$ cat config.mk
export PLATFORM = sky130hd
export DESIGN_NAME = euclidean_distance_unit_flat
export DESIGN_NICKNAME = d
export VERILOG_FILES = /design/src/hw/rtl/ed_pkg.sv /design/src/hw/rtl/ed_in_if.sv /design/src/hw/rtl/ed_out_if.sv /design/src/hw/rtl/euclidean_distance_unit.sv /design/src/hw/rtl/ed_ctrl.sv /design/src/hw/rtl/ed_datapath.sv /design/src/flat_wrapper.sv
export SDC_FILE = /design/constraint.sdc
export NUM_CORES = 1
export LEC_CHECK = 0
export BUFFER_PORTS_ARGS = -buffer_cell sky130_fd_sc_hd__buf_2
export CORE_MARGIN = 8
export CORE_UTILIZATION = 35
export DETAILED_ROUTE_END_ITERATION = 6
export PLACE_DENSITY = 0.5
export RECOVER_POWER = 100
export SYNTH_ARGS = -nofsm -noshare
export SYNTH_HDL_FRONTEND = slang
export SYNTH_SLANG_ARGS = --single-unit
$ cat constraint.sdc
create_clock -name i_clk -period 7.5 [get_ports i_clk]
set_input_delay 1.5 -clock i_clk [delete_from_list [all_inputs] [get_ports i_clk]]
set_output_delay 1.5 -clock i_clk [all_outputs]
set_load 0.02 [all_outputs]
$ cat src/hw/rtl/ed_pkg.sv
// Shared widths, constants and control/status types of the Euclidean distance unit.
package ed_pkg;

    localparam int SAMPLE_WIDTH   = 16;
    localparam int DIFF_WIDTH     = SAMPLE_WIDTH + 1;
    localparam int SQ_WIDTH       = 2 * DIFF_WIDTH;
    localparam int ACC_WIDTH      = 42;
    localparam int DIST_WIDTH     = 21;
    localparam int LEN_WIDTH      = 11;
    localparam int MAX_DIMENSION  = 1024;
    localparam int LEN_RESET      = 128;
    localparam int ROOT_START_EXP = 2 * (DIST_WIDTH - 1);

    typedef logic signed [SAMPLE_WIDTH-1:0] t_sample;
    typedef logic [DIST_WIDTH-1:0]          t_dist;
    typedef logic [LEN_WIDTH-1:0]           t_len;

    typedef struct packed {
        logic load_diff;
        logic do_square;
        logic do_accum;
        logic sqrt_step;
        logic load_out;
    } t_dp_cmd;

    typedef struct packed {
        logic is_last;
        logic sqrt_done;
        logic out_free;
    } t_dp_status;

endpackage

$ cat src/hw/rtl/ed_in_if.sv
// Input channel: one beat carries a pair of matching vector elements.
interface ed_in_if import ed_pkg::*; ();
    logic    valid;
    logic    ready;
    t_sample first_element;
    t_sample second_element;

    modport source (output valid, output first_element, output second_element, input ready);
    modport sink   (input valid, input first_element, input second_element, output ready);
endinterface

$ cat src/hw/rtl/ed_out_if.sv
// Output channel: one beat carries one distance.
interface ed_out_if import ed_pkg::*; ();
    logic  valid;
    logic  ready;
    t_dist distance;

    modport source (output valid, output distance, input ready);
    modport sink   (input valid, input distance, output ready);
endinterface

$ cat src/hw/rtl/euclidean_distance_unit.sv
// Top level of the Euclidean distance unit: controller, datapath and channel wiring.
// Element beat: after acceptance, the difference, square and accumulate steps run before the next ready.
// Last element of a vector: a further bit-pair square root, one root bit per
// cycle in a single shared add/compare unit, then the output register is loaded once it is free.
// A distance waits in the output register while the next vector's elements are taken.
// Reset (synchronous, active low) clears the sum, count and output valid; length returns to 128.
module euclidean_distance_unit import ed_pkg::*; (
    input  logic      i_clk,
    input  logic      i_rst_n,
    input  logic      i_cfg_we,
    input  t_len      i_cfg_wdata,
    ed_in_if.sink     i_in,
    ed_out_if.source  o_out
);

    t_dp_cmd    dp_cmd;
    t_dp_status dp_status;

    ed_ctrl u_ctrl (
        .i_clk      (i_clk),
        .i_rst_n    (i_rst_n),
        .i_in_valid (i_in.valid),
        .o_in_ready (i_in.ready),
        .i_status   (dp_status),
        .o_cmd      (dp_cmd)
    );

    ed_datapath u_datapath (
        .i_clk            (i_clk),
        .i_rst_n          (i_rst_n),
        .i_cfg_we         (i_cfg_we),
        .i_cfg_wdata      (i_cfg_wdata),
        .i_first_element  (i_in.first_element),
        .i_second_element (i_in.second_element),
        .i_cmd            (dp_cmd),
        .o_status         (dp_status),
        .o_out_valid      (o_out.valid),
        .i_out_ready      (o_out.ready),
        .o_distance       (o_out.distance)
    );

endmodule

$ cat src/hw/rtl/ed_ctrl.sv
// Controller state machine: sequences difference, square, accumulate, square-root and output-load steps.
module ed_ctrl import ed_pkg::*; (
    input  logic       i_clk,
    input  logic       i_rst_n,
    input  logic       i_in_valid,
    output logic       o_in_ready,
    input  t_dp_status i_status,
    output t_dp_cmd    o_cmd
);

    localparam logic [1:0] ST_IDLE   = 2'd0;
    localparam logic [1:0] ST_SQUARE = 2'd1;
    localparam logic [1:0] ST_ACCUM  = 2'd2;
    localparam logic [1:0] ST_ROOT   = 2'd3;

    logic [1:0] r_state;
    logic [1:0] n_state;

    assign o_in_ready = (r_state == ST_IDLE);

    always_comb begin
        n_state = r_state;
        o_cmd   = '0;
        unique case (r_state)
            ST_IDLE: begin
                if (i_in_valid) begin
                    o_cmd.load_diff = 1'b1;
                    n_state         = ST_SQUARE;
                end
            end
            ST_SQUARE: begin
                o_cmd.do_square = 1'b1;
                n_state         = ST_ACCUM;
            end
            ST_ACCUM: begin
                o_cmd.do_accum = 1'b1;
                n_state        = i_status.is_last ? ST_ROOT : ST_IDLE;
            end
            ST_ROOT: begin
                if (!i_status.sqrt_done) begin
                    o_cmd.sqrt_step = 1'b1;
                end else if (i_status.out_free) begin
                    o_cmd.load_out = 1'b1;
                    n_state        = ST_IDLE;
                end
            end
            default: n_state = ST_IDLE;
        endcase
    end

    always_ff @(posedge i_clk) begin
        if (!i_rst_n) begin
            r_state <= ST_IDLE;
        end else begin
            r_state <= n_state;
        end
    end

    a_cmd_exclusive: assert property (@(posedge i_clk) disable iff (!i_rst_n)
        $onehot0(o_cmd))
        else $error("more than one datapath command at once");

    a_accum_follows_square: assert property (@(posedge i_clk) disable iff (!i_rst_n)
        o_cmd.do_square |=> o_cmd.do_accum)
        else $error("square not followed by accumulate");

    a_ready_only_idle: assert property (@(posedge i_clk) disable iff (!i_rst_n)
        o_cmd.load_diff |=> !o_in_ready)
        else $error("input taken again while element in flight");

endmodule

$ cat src/hw/rtl/ed_datapath.sv
// Datapath: difference, square, saturating accumulator, bit-pair square root, output register.
module ed_datapath import ed_pkg::*; (
    input  logic       i_clk,
    input  logic       i_rst_n,
    input  logic       i_cfg_we,
    input  t_len       i_cfg_wdata,
    input  t_sample    i_first_element,
    input  t_sample    i_second_element,
    input  t_dp_cmd    i_cmd,
    output t_dp_status o_status,
    output logic       o_out_valid,
    input  logic       i_out_ready,
    output t_dist      o_distance
);

    t_len                  r_len;
    t_len                  r_count;
    logic [DIFF_WIDTH-1:0] r_diff_abs;
    logic [SQ_WIDTH-1:0]   r_sq;
    logic [ACC_WIDTH-1:0]  r_sum;
    logic [ACC_WIDTH-1:0]  r_rem;
    logic [ACC_WIDTH-1:0]  r_root;
    logic [ACC_WIDTH-1:0]  r_bit;
    logic                  r_out_valid;
    t_dist                 r_out_dist;

    logic signed [DIFF_WIDTH-1:0] diff;
    logic [DIFF_WIDTH-1:0]        n_diff_abs;
    logic [SQ_WIDTH-1:0]          n_sq;
    logic [ACC_WIDTH:0]           sum_wide;
    logic [ACC_WIDTH-1:0]         n_sum;
    t_len                         len_eff;
    t_len                         n_count;
    logic                         is_last;
    logic [ACC_WIDTH:0]           trial;
    logic                         take;
    logic [ACC_WIDTH-1:0]         n_root;

    assign diff       = {i_first_element[SAMPLE_WIDTH-1], i_first_element}
                      - {i_second_element[SAMPLE_WIDTH-1], i_second_element};
    assign n_diff_abs = diff[DIFF_WIDTH-1] ? DIFF_WIDTH'(-diff) : DIFF_WIDTH'(diff);
    assign n_sq       = SQ_WIDTH'(r_diff_abs) * SQ_WIDTH'(r_diff_abs);

    assign sum_wide = {1'b0, r_sum} + {{(ACC_WIDTH + 1 - SQ_WIDTH){1'b0}}, r_sq};
    assign n_sum    = sum_wide[ACC_WIDTH] ? {ACC_WIDTH{1'b1}} : sum_wide[ACC_WIDTH-1:0];

    always_comb begin
        if (r_len == '0) begin
            len_eff = LEN_WIDTH'(1);
        end else if (r_len > LEN_WIDTH'(MAX_DIMENSION)) begin
            len_eff = LEN_WIDTH'(MAX_DIMENSION);
        end else begin
            len_eff = r_len;
        end
    end

    assign n_count = r_count + LEN_WIDTH'(1);
    assign is_last = (n_count >= len_eff) || (n_count == '0);

    assign trial  = {1'b0, r_root} + {1'b0, r_bit};
    assign take   = ({1'b0, r_rem} >= trial);
    assign n_root = take ? ((r_root >> 1) + r_bit) : (r_root >> 1);

    assign o_status.is_last   = is_last;
    assign o_status.sqrt_done = (r_bit == '0);
    assign o_status.out_free  = !r_out_valid || i_out_ready;

    assign o_out_valid = r_out_valid;
    assign o_distance  = r_out_dist;

    always_ff @(posedge i_clk) begin
        if (!i_rst_n) begin
            r_len       <= LEN_WIDTH'(LEN_RESET);
            r_count     <= '0;
            r_sum       <= '0;
            r_out_valid <= 1'b0;
        end else begin
            if (i_cfg_we) begin
                r_len <= i_cfg_wdata;
            end
            if (i_cmd.do_accum) begin
                if (is_last) begin
                    r_sum   <= '0;
                    r_count <= '0;
                end else begin
                    r_sum   <= n_sum;
                    r_count <= n_count;
                end
            end
            if (i_cmd.load_out) begin
                r_out_valid <= 1'b1;
            end else if (i_out_ready) begin
                r_out_valid <= 1'b0;
            end
        end
    end

    always_ff @(posedge i_clk) begin
        if (i_cmd.load_diff) begin
            r_diff_abs <= n_diff_abs;
        end
        if (i_cmd.do_square) begin
            r_sq <= n_sq;
        end
        if (i_cmd.do_accum && is_last) begin
            r_rem  <= n_sum;
            r_root <= '0;
            r_bit  <= ACC_WIDTH'(1) << ROOT_START_EXP;
        end else if (i_cmd.sqrt_step) begin
            if (take) begin
                r_rem <= r_rem - trial[ACC_WIDTH-1:0];
            end
            r_root <= n_root;
            r_bit  <= r_bit >> 2;
        end
        if (i_cmd.load_out) begin
            r_out_dist <= r_root[DIST_WIDTH-1:0];
        end
    end

    a_load_after_root: assert property (@(posedge i_clk) disable iff (!i_rst_n)
        i_cmd.load_out |-> (r_bit == '0))
        else $error("distance loaded before square root finished");

    a_step_has_bit: assert property (@(posedge i_clk) disable iff (!i_rst_n)
        i_cmd.sqrt_step |-> (r_bit != '0))
        else $error("square root step after completion");

    a_out_loaded: assert property (@(posedge i_clk) disable iff (!i_rst_n)
        i_cmd.load_out |=> r_out_valid)
        else $error("loaded distance not presented");

endmodule

$ cat src/flat_wrapper.sv
// flat-port wrapper written by rule: the top's interface ports become plain ports
module euclidean_distance_unit_flat import ed_pkg::*;
  (i_clk, i_rst_n, i_cfg_we, i_cfg_wdata, i_in_valid, i_in_first_element, i_in_second_element, i_in_ready, o_out_valid, o_out_distance, o_out_ready);
  ed_in_if i_in_i ();
  ed_out_if o_out_i ();
  input  logic i_clk;
  input  logic i_rst_n;
  input  logic i_cfg_we;
  input  t_len i_cfg_wdata;
  input wire logic [$bits(i_in_i.valid)-1:0] i_in_valid;
  input wire logic [$bits(i_in_i.first_element)-1:0] i_in_first_element;
  input wire logic [$bits(i_in_i.second_element)-1:0] i_in_second_element;
  output wire logic [$bits(i_in_i.ready)-1:0] i_in_ready;
  output wire logic [$bits(o_out_i.valid)-1:0] o_out_valid;
  output wire logic [$bits(o_out_i.distance)-1:0] o_out_distance;
  input wire logic [$bits(o_out_i.ready)-1:0] o_out_ready;
  assign i_in_i.valid = i_in_valid;
  assign i_in_i.first_element = i_in_first_element;
  assign i_in_i.second_element = i_in_second_element;
  assign i_in_ready = i_in_i.ready;
  assign o_out_valid = o_out_i.valid;
  assign o_out_distance = o_out_i.distance;
  assign o_out_i.ready = o_out_ready;
  euclidean_distance_unit u_core (.i_clk(i_clk), .i_rst_n(i_rst_n), .i_cfg_we(i_cfg_we), .i_cfg_wdata(i_cfg_wdata), .i_in(i_in_i), .o_out(o_out_i));
endmodule
# After elaboration in Yosys (flattened, before gate mapping)
# Index checks and enable logic that the tools add are counted.
# op_classes
n_addsub,7
n_mul,1
magnitude_cmp,3
eq_ne,6
mux,25
reduce_logical,13
# ops
op,n
42-bit 2-to-1 mux,6
42-bit by 34-bit adder with 43-bit output,1
42-bit by 41-bit adder with 43-bit output,1
42-bit by 43-bit greater-or-equal comparator with 1-bit output,1
41-bit by 41-bit adder with 42-bit output,1
42-bit logical NOT,1
42-bit subtractor,1
17-bit by 17-bit multiplier with 34-bit output,1
11-bit 2-to-1 mux,3
11-bit logical NOT,2
17-bit negation,1
16-bit by 16-bit subtractor with 17-bit output,1
16-bit 2-to-1 mux,1
"11-bit by 1-bit adder with 11-bit output, second input constant",1
11-bit greater-or-equal comparator,1
"11-bit > comparator, second input constant",1
2-bit 2-to-1 mux,5
1-bit 2-to-1 mux,9
2-bit one-hot mux with 4 select lines,1
2-bit nonzero test,3
"2-bit equality test, second input constant",2
"2-bit != test, second input constant",2
3-bit AND reduction,1
"2-bit by 1-bit equality test with 1-bit output, second input constant",1
other kinds (6),7
# word_totals
ff_bits,244
in_bits,48
out_inout_bits,23
elab_cells,67

# Longest topological paths before layout
# logic_depth
word_depth,8
ltp_mapped,26
ltp_nobuf,25

# By module
# Synthesis repeated with hierarchy kept, for this count alone.
# unflattened
hier_cells,2938
hier_area_um2,25715.9
# by_module_without_submodules
module,instances,cells_each,area_each_um2,seq_area_each_um2
ed_datapath,1,2919,25579.5,5955.7
ed_ctrl,1,19,136.4,40.0

# Worst setup path before layout
# No wires, ideal clock.
# synth_path
path_type,register to register
startpoint,reg u_core.u_datapath.r_root[2]
endpoint,reg u_core.u_datapath.r_rem[0] (enable)
setup_time_ns,0.500
t_arrival_ns,7.530
required_ns,7.000
slack_ns,-0.529
stages_incl_launch_ff,24
path_buffers,2
period_less_slack_ns,8.029
path_cell_list,dfxtp_1 -> ha_1 -> a31o_2 -> a31oi_1 -> o21ai_1 -> a211oi_2 -> o31ai_1 -> a31oi_1 -> o21ai_1 -> and3_1 -> or2_2 -> a31oi_1 -> xor2_1 -> ha_1 -> nand2_1 -> nor2_1 -> nand2_1 -> nor3_1 -> and4_1 -> nor2_1 -> a211o_2 -> buf_4 -> buf_2 -> o21ai_0
# synth_between
elab_chain_len,4
# synth_rtl
element,line,source
from (decl),ed_datapath.sv:22,logic [ACC_WIDTH-1:0] r_root;
from (signal assigned),ed_datapath.sv:113,r_root <= n_root;
42-bit by 41-bit adder with 43-bit output,ed_datapath.sv:60,"assign trial = {1'b0, r_root} + {1'b0, r_bit};"
42-bit by 43-bit greater-or-equal comparator with 1-bit output,ed_datapath.sv:61,"assign take = ({1'b0, r_rem} >= trial);"
2-bit nonzero test (no line),--,
2-bit AND reduction (no line),--,
to (signal assigned),ed_datapath.sv:106,r_rem <= n_sum;
to (signal assigned),ed_datapath.sv:111,r_rem <= r_rem - trial[ACC_WIDTH-1:0];
to (decl),ed_datapath.sv:21,logic [ACC_WIDTH-1:0] r_rem;
# Every way passes these cells.
# A chain may end at the register's enable or synchronous reset.

# Worst setup path after layout
# layout_path
startpoint,reg u_core.u_datapath.r_diff_abs[2]
endpoint,reg u_core.u_datapath.r_sq[30] (data pin)
# layout_between
elab_chain_len,1
# layout_rtl
element,line,source
from (decl),ed_datapath.sv:18,logic [DIFF_WIDTH-1:0] r_diff_abs;
from (signal assigned),ed_datapath.sv:100,r_diff_abs <= n_diff_abs;
17-bit by 17-bit multiplier with 34-bit output,ed_datapath.sv:42,assign n_sq = SQ_WIDTH'(r_diff_abs) * SQ_WIDTH'(r_diff_abs);
via u_core.u_datapath.n_sq[30],ed_datapath.sv:29,logic [SQ_WIDTH-1:0] n_sq;
to (signal assigned),ed_datapath.sv:103,r_sq <= n_sq;
to (decl),ed_datapath.sv:19,logic [SQ_WIDTH-1:0] r_sq;
# The timed path passes the listed nets, and every way through them passes these cells.

==> run_results.csv <==
group,metric,value,unit
run_status,outcome,"finished with violations",
run_status,violations,"max-capacitance violations, max-slew violations",
job,max-cap-violations,6,
yosys,yosys_most_used_dff,"dfxtp_1",
global_routing,grt_antenna_before_repair,0,
finish,drive_gt1_frac,0.0477,
global_routing,grt-ovfl-total,0,
cts,path_clk_slew,0.06,ns
worst_hold_path,min_from,"u_core.u_datapath.r_sum[29]",
yosys,synth_top_cell_area_share,0.156,
route,totalWireLength,60.0,mm
yosys,synthTopCellsByArea,"fa_1 (16%), edfxtp_1 (14%), ha_1 (13%)",
global_routing,grt_start_max_net_pins,78,
sta,fmax,144,MHz
die,rows,98,
cts,cts_buffers,31,
route,vias_per_cell,5.02,
die,die_x,283,um
die,io_pins,71,
global_routing,grt_pass1_wl,100,mm
cts,clk_latency,0.61,ns
sta,fin_crit_sh,0.924,
route,drc,0,
yosys,ys_async_sr_fraction,0,
sta,slew_headroom,-0.722,
cts,post-cts-setup-buffer-count,0,
cts,cts_hold_buf,0,
finish,area_growth,8.75,%
sta,min_period,6.93,ns
yosys,yosysMostFrequentCell,"inv_1",
global_routing,grt_pass1_vias,19862,
sta,setup-violations-final,0,
route,num_vias,19378,
yosys,synth_nets,3368,
placement,io_buffers,70,
route,routedWlPerCell,15.5,um
yosys,netlist_area,0.0249,mm2
yosys,synth-edff-count,113,
setup_path,critPathRequiredTime,7.82,ns
global_routing,busiest_layer,"met2",
cts,postCtsResizedCells,0,
global_routing,gr-usage-met1,0.197,
route,first_iter_violations,1100,
cts,cts.path.max_buffers,3,
yosys,synth_common_cells,"inv_1 (333), nand2_1 (315), ha_1 (255)",
global_routing,grt_usage,0.150,
worst_hold_path,hold_end,"u_core.u_datapath.r_sum[29]",
placement,hpwl,47.4,mm
global_routing,use_met3,0.0144,
sta,hold_viol,0,
placement,gp_congestion,0.836,
setup_path,arrival,7.25,ns
route,ant_nets,0,
worst_hold_path,holdPathStages,2,
setup_path,r2r_slack,0.57,ns
die,start_util,0.351,
cts,cts_root_buffer,"clkbuf_16",
cts,cts_tree,"done",
setup_path,reg2reg_to,"u_core.u_datapath.r_sq[30]",
sta,finalClockSkew,0.0324,ns
yosys,synth-seq-area-share,0.240,
setup_path,ff2ff_path_depth,24,
die,core_area,0.0710,mm2
setup_path,startpoint,"u_core.u_datapath.r_diff_abs[2]",
setup_path,critPathMaxFanout,19,
worst_hold_path,hold_path_class,"flop to flop",
yosys,synth_top_cell_by_area,"fa_1",
sta,rsz0062_at_grt,"false",
route,drt-pass1-iter-count,7,
die,die_h,283,um
yosys,syn-instance-count,2871,
setup_path,start_kind,"flop",
yosys,synth_warnings,0,
yosys,syn_avg_cell_area,8.68,um2
global_routing,met2_usage,0.263,
finish,final_nets,3385,
setup_path,crit_type,"flop to flop",
die,die_area,0.0800,mm2
setup_path,end_kind,"flop",
setup_path,timing.rr.start,"u_core.u_datapath.r_diff_abs[2]",
yosys,synth_cell_types,80,
yosys,synth-seq-cells,243,
sta,setup_tns,0,ns
sta,final_max_slew_viol_count,275,
cts,htree_levels,1,
sta,worst_pin_slew,2.58,ns
cts,cts_num_sinks,243,
[sequential cells by signal, summed over array words and instances, names as in the netlist]
| name | flops |
|---|---|
| u_core.u_datapath.r_len | 11 |
| u_core.u_ctrl.r_state | 2 |
| u_core.u_datapath.r_count | 11 |
| u_core.u_datapath.r_sum | 42 |
| u_core.u_datapath.o_out_valid | 1 |
| u_core.u_datapath.r_rem | 42 |
| u_core.u_datapath.r_diff_abs | 17 |
| u_core.u_datapath.r_bit | 21 |
| u_core.u_datapath.o_distance | 21 |
| u_core.u_datapath.r_root | 42 |
| u_core.u_datapath.r_sq | 33 |
[metrics by stage]
| stage | worst slack (ns) | hold slack (ns) | utilization | cell area [um2] | instances |
|---|---|---|---|---|---|
| floorplan | 0.610 | 0.420 | - | 24900 | 2871 |
| global placement | 0.621 | 0.445 | 0.370 | 26200 | 3805 |
| detailed placement | 0.481 | 0.446 | 0.370 | 26200 | 3805 |
| CTS | 0.478 | 0.458 | 0.384 | 27200 | 3863 |
| global route | 0.0781 | 0.482 | 0.382 | 27100 | 3863 |
| finish | 0.569 | 0.460 | 0.382 | 27100 | 3864 |
[cell families (layout without fill, tap and decap cells)]
family | after synthesis | after routing | synth area share
other cells | 0 | 1 | 0
fa+ha+maj | 449 | 449 | 0.284
buf+inv | 440 | 482 | 0.0681
xor+xnor | 206 | 206 | 0.0724
simple gates | 813 | 813 | 0.153
flops | 243 | 243 | 0.240
mux | 21 | 21 | 0.00858
compound gates | 699 | 699 | 0.174
[worst max-delay path, stage by stage, from the launching register on]
cell and delay [ns]:
edfxtp_1 0.86, nand2_1 0.21, fa_1 0.58, inv_1 0.05, fa_1 0.35, inv_1 0.08
fa_1 0.42, fa_1 0.49, inv_1 0.05, fa_1 0.52, inv_1 0.05, fa_1 0.52
inv_1 0.04, ha_1 0.34, a21oi_1 0.20, nor2b_1 0.08, o21ai_0 0.14, o21ai_0 0.14
o41ai_1 0.51, a21oi_1 0.22, nand4_1 0.16, a31oi_1 0.14, a21o_1 0.20, a21oi_1 0.18
xnor2_1 0.10
[worst max-delay path by stage]
| stage | depth (start not counted) | endpoint | slack (ns) |
|---|---|---|---|
| after floorplan | 23 | u_core.u_datapath.r_rem[0] | 0.61 |
| after global placement | 24 | u_core.u_datapath.r_sq[30] | 0.62 |
| after detailed placement | 21 | u_core.u_datapath.r_sq[30] | 0.48 |
| after CTS | 21 | u_core.u_datapath.r_sq[30] | 0.48 |
| after global routing | 22 | u_core.u_datapath.r_rem[27] | 0.08 |
| final | 24 | u_core.u_datapath.r_sq[30] | 0.57 |
[area by class of cell]
| type | count | area [um2] |
|---|---|---|
| multi-input cells | 2188 | 17200 |
| well taps | 950 | 1190 |
| fillers | 7128 | 43900 |
| repair buffers | 90 | 452 |
| clock inverters | 10 | 91.3 |
| flip-flops and latches | 243 | 6000 |
| clock buffers | 48 | 911 |
| inverters | 334 | 1250 |
| diodes | 1 | 2.50 |
[cells in the final DEF, fill, tap and decap left out, drive strengths merged, types with 23 or more instances in the layout]
cell type,synthesis,routed
inv,333,335
nand2,315,315
ha,255,255
a21oi,216,216
fa,194,194
o21ai,190,190
nor2,151,151
dfxtp,130,130
xnor2,129,129
edfxtp,113,113
clkbuf,82,79
xor2,77,77
and2,73,73
nor3,64,64
nor2b,61,61
buf,24,59
nand3,51,51
a21o,48,48
a31oi,43,43
a211oi,30,30
o21bai,30,30
and3,23,23
[metal layers]
layer / up-vias / share of wire
met5: - / 0
met4: 0 / 0.022
met3: 72 / 0.028
met2: 267 / 0.47
met1: 9177 / 0.48
li1: 9862 / -
Power is not shown: default switching activity piles up to over one toggle a cycle in this logic, so the estimate is an artifact.
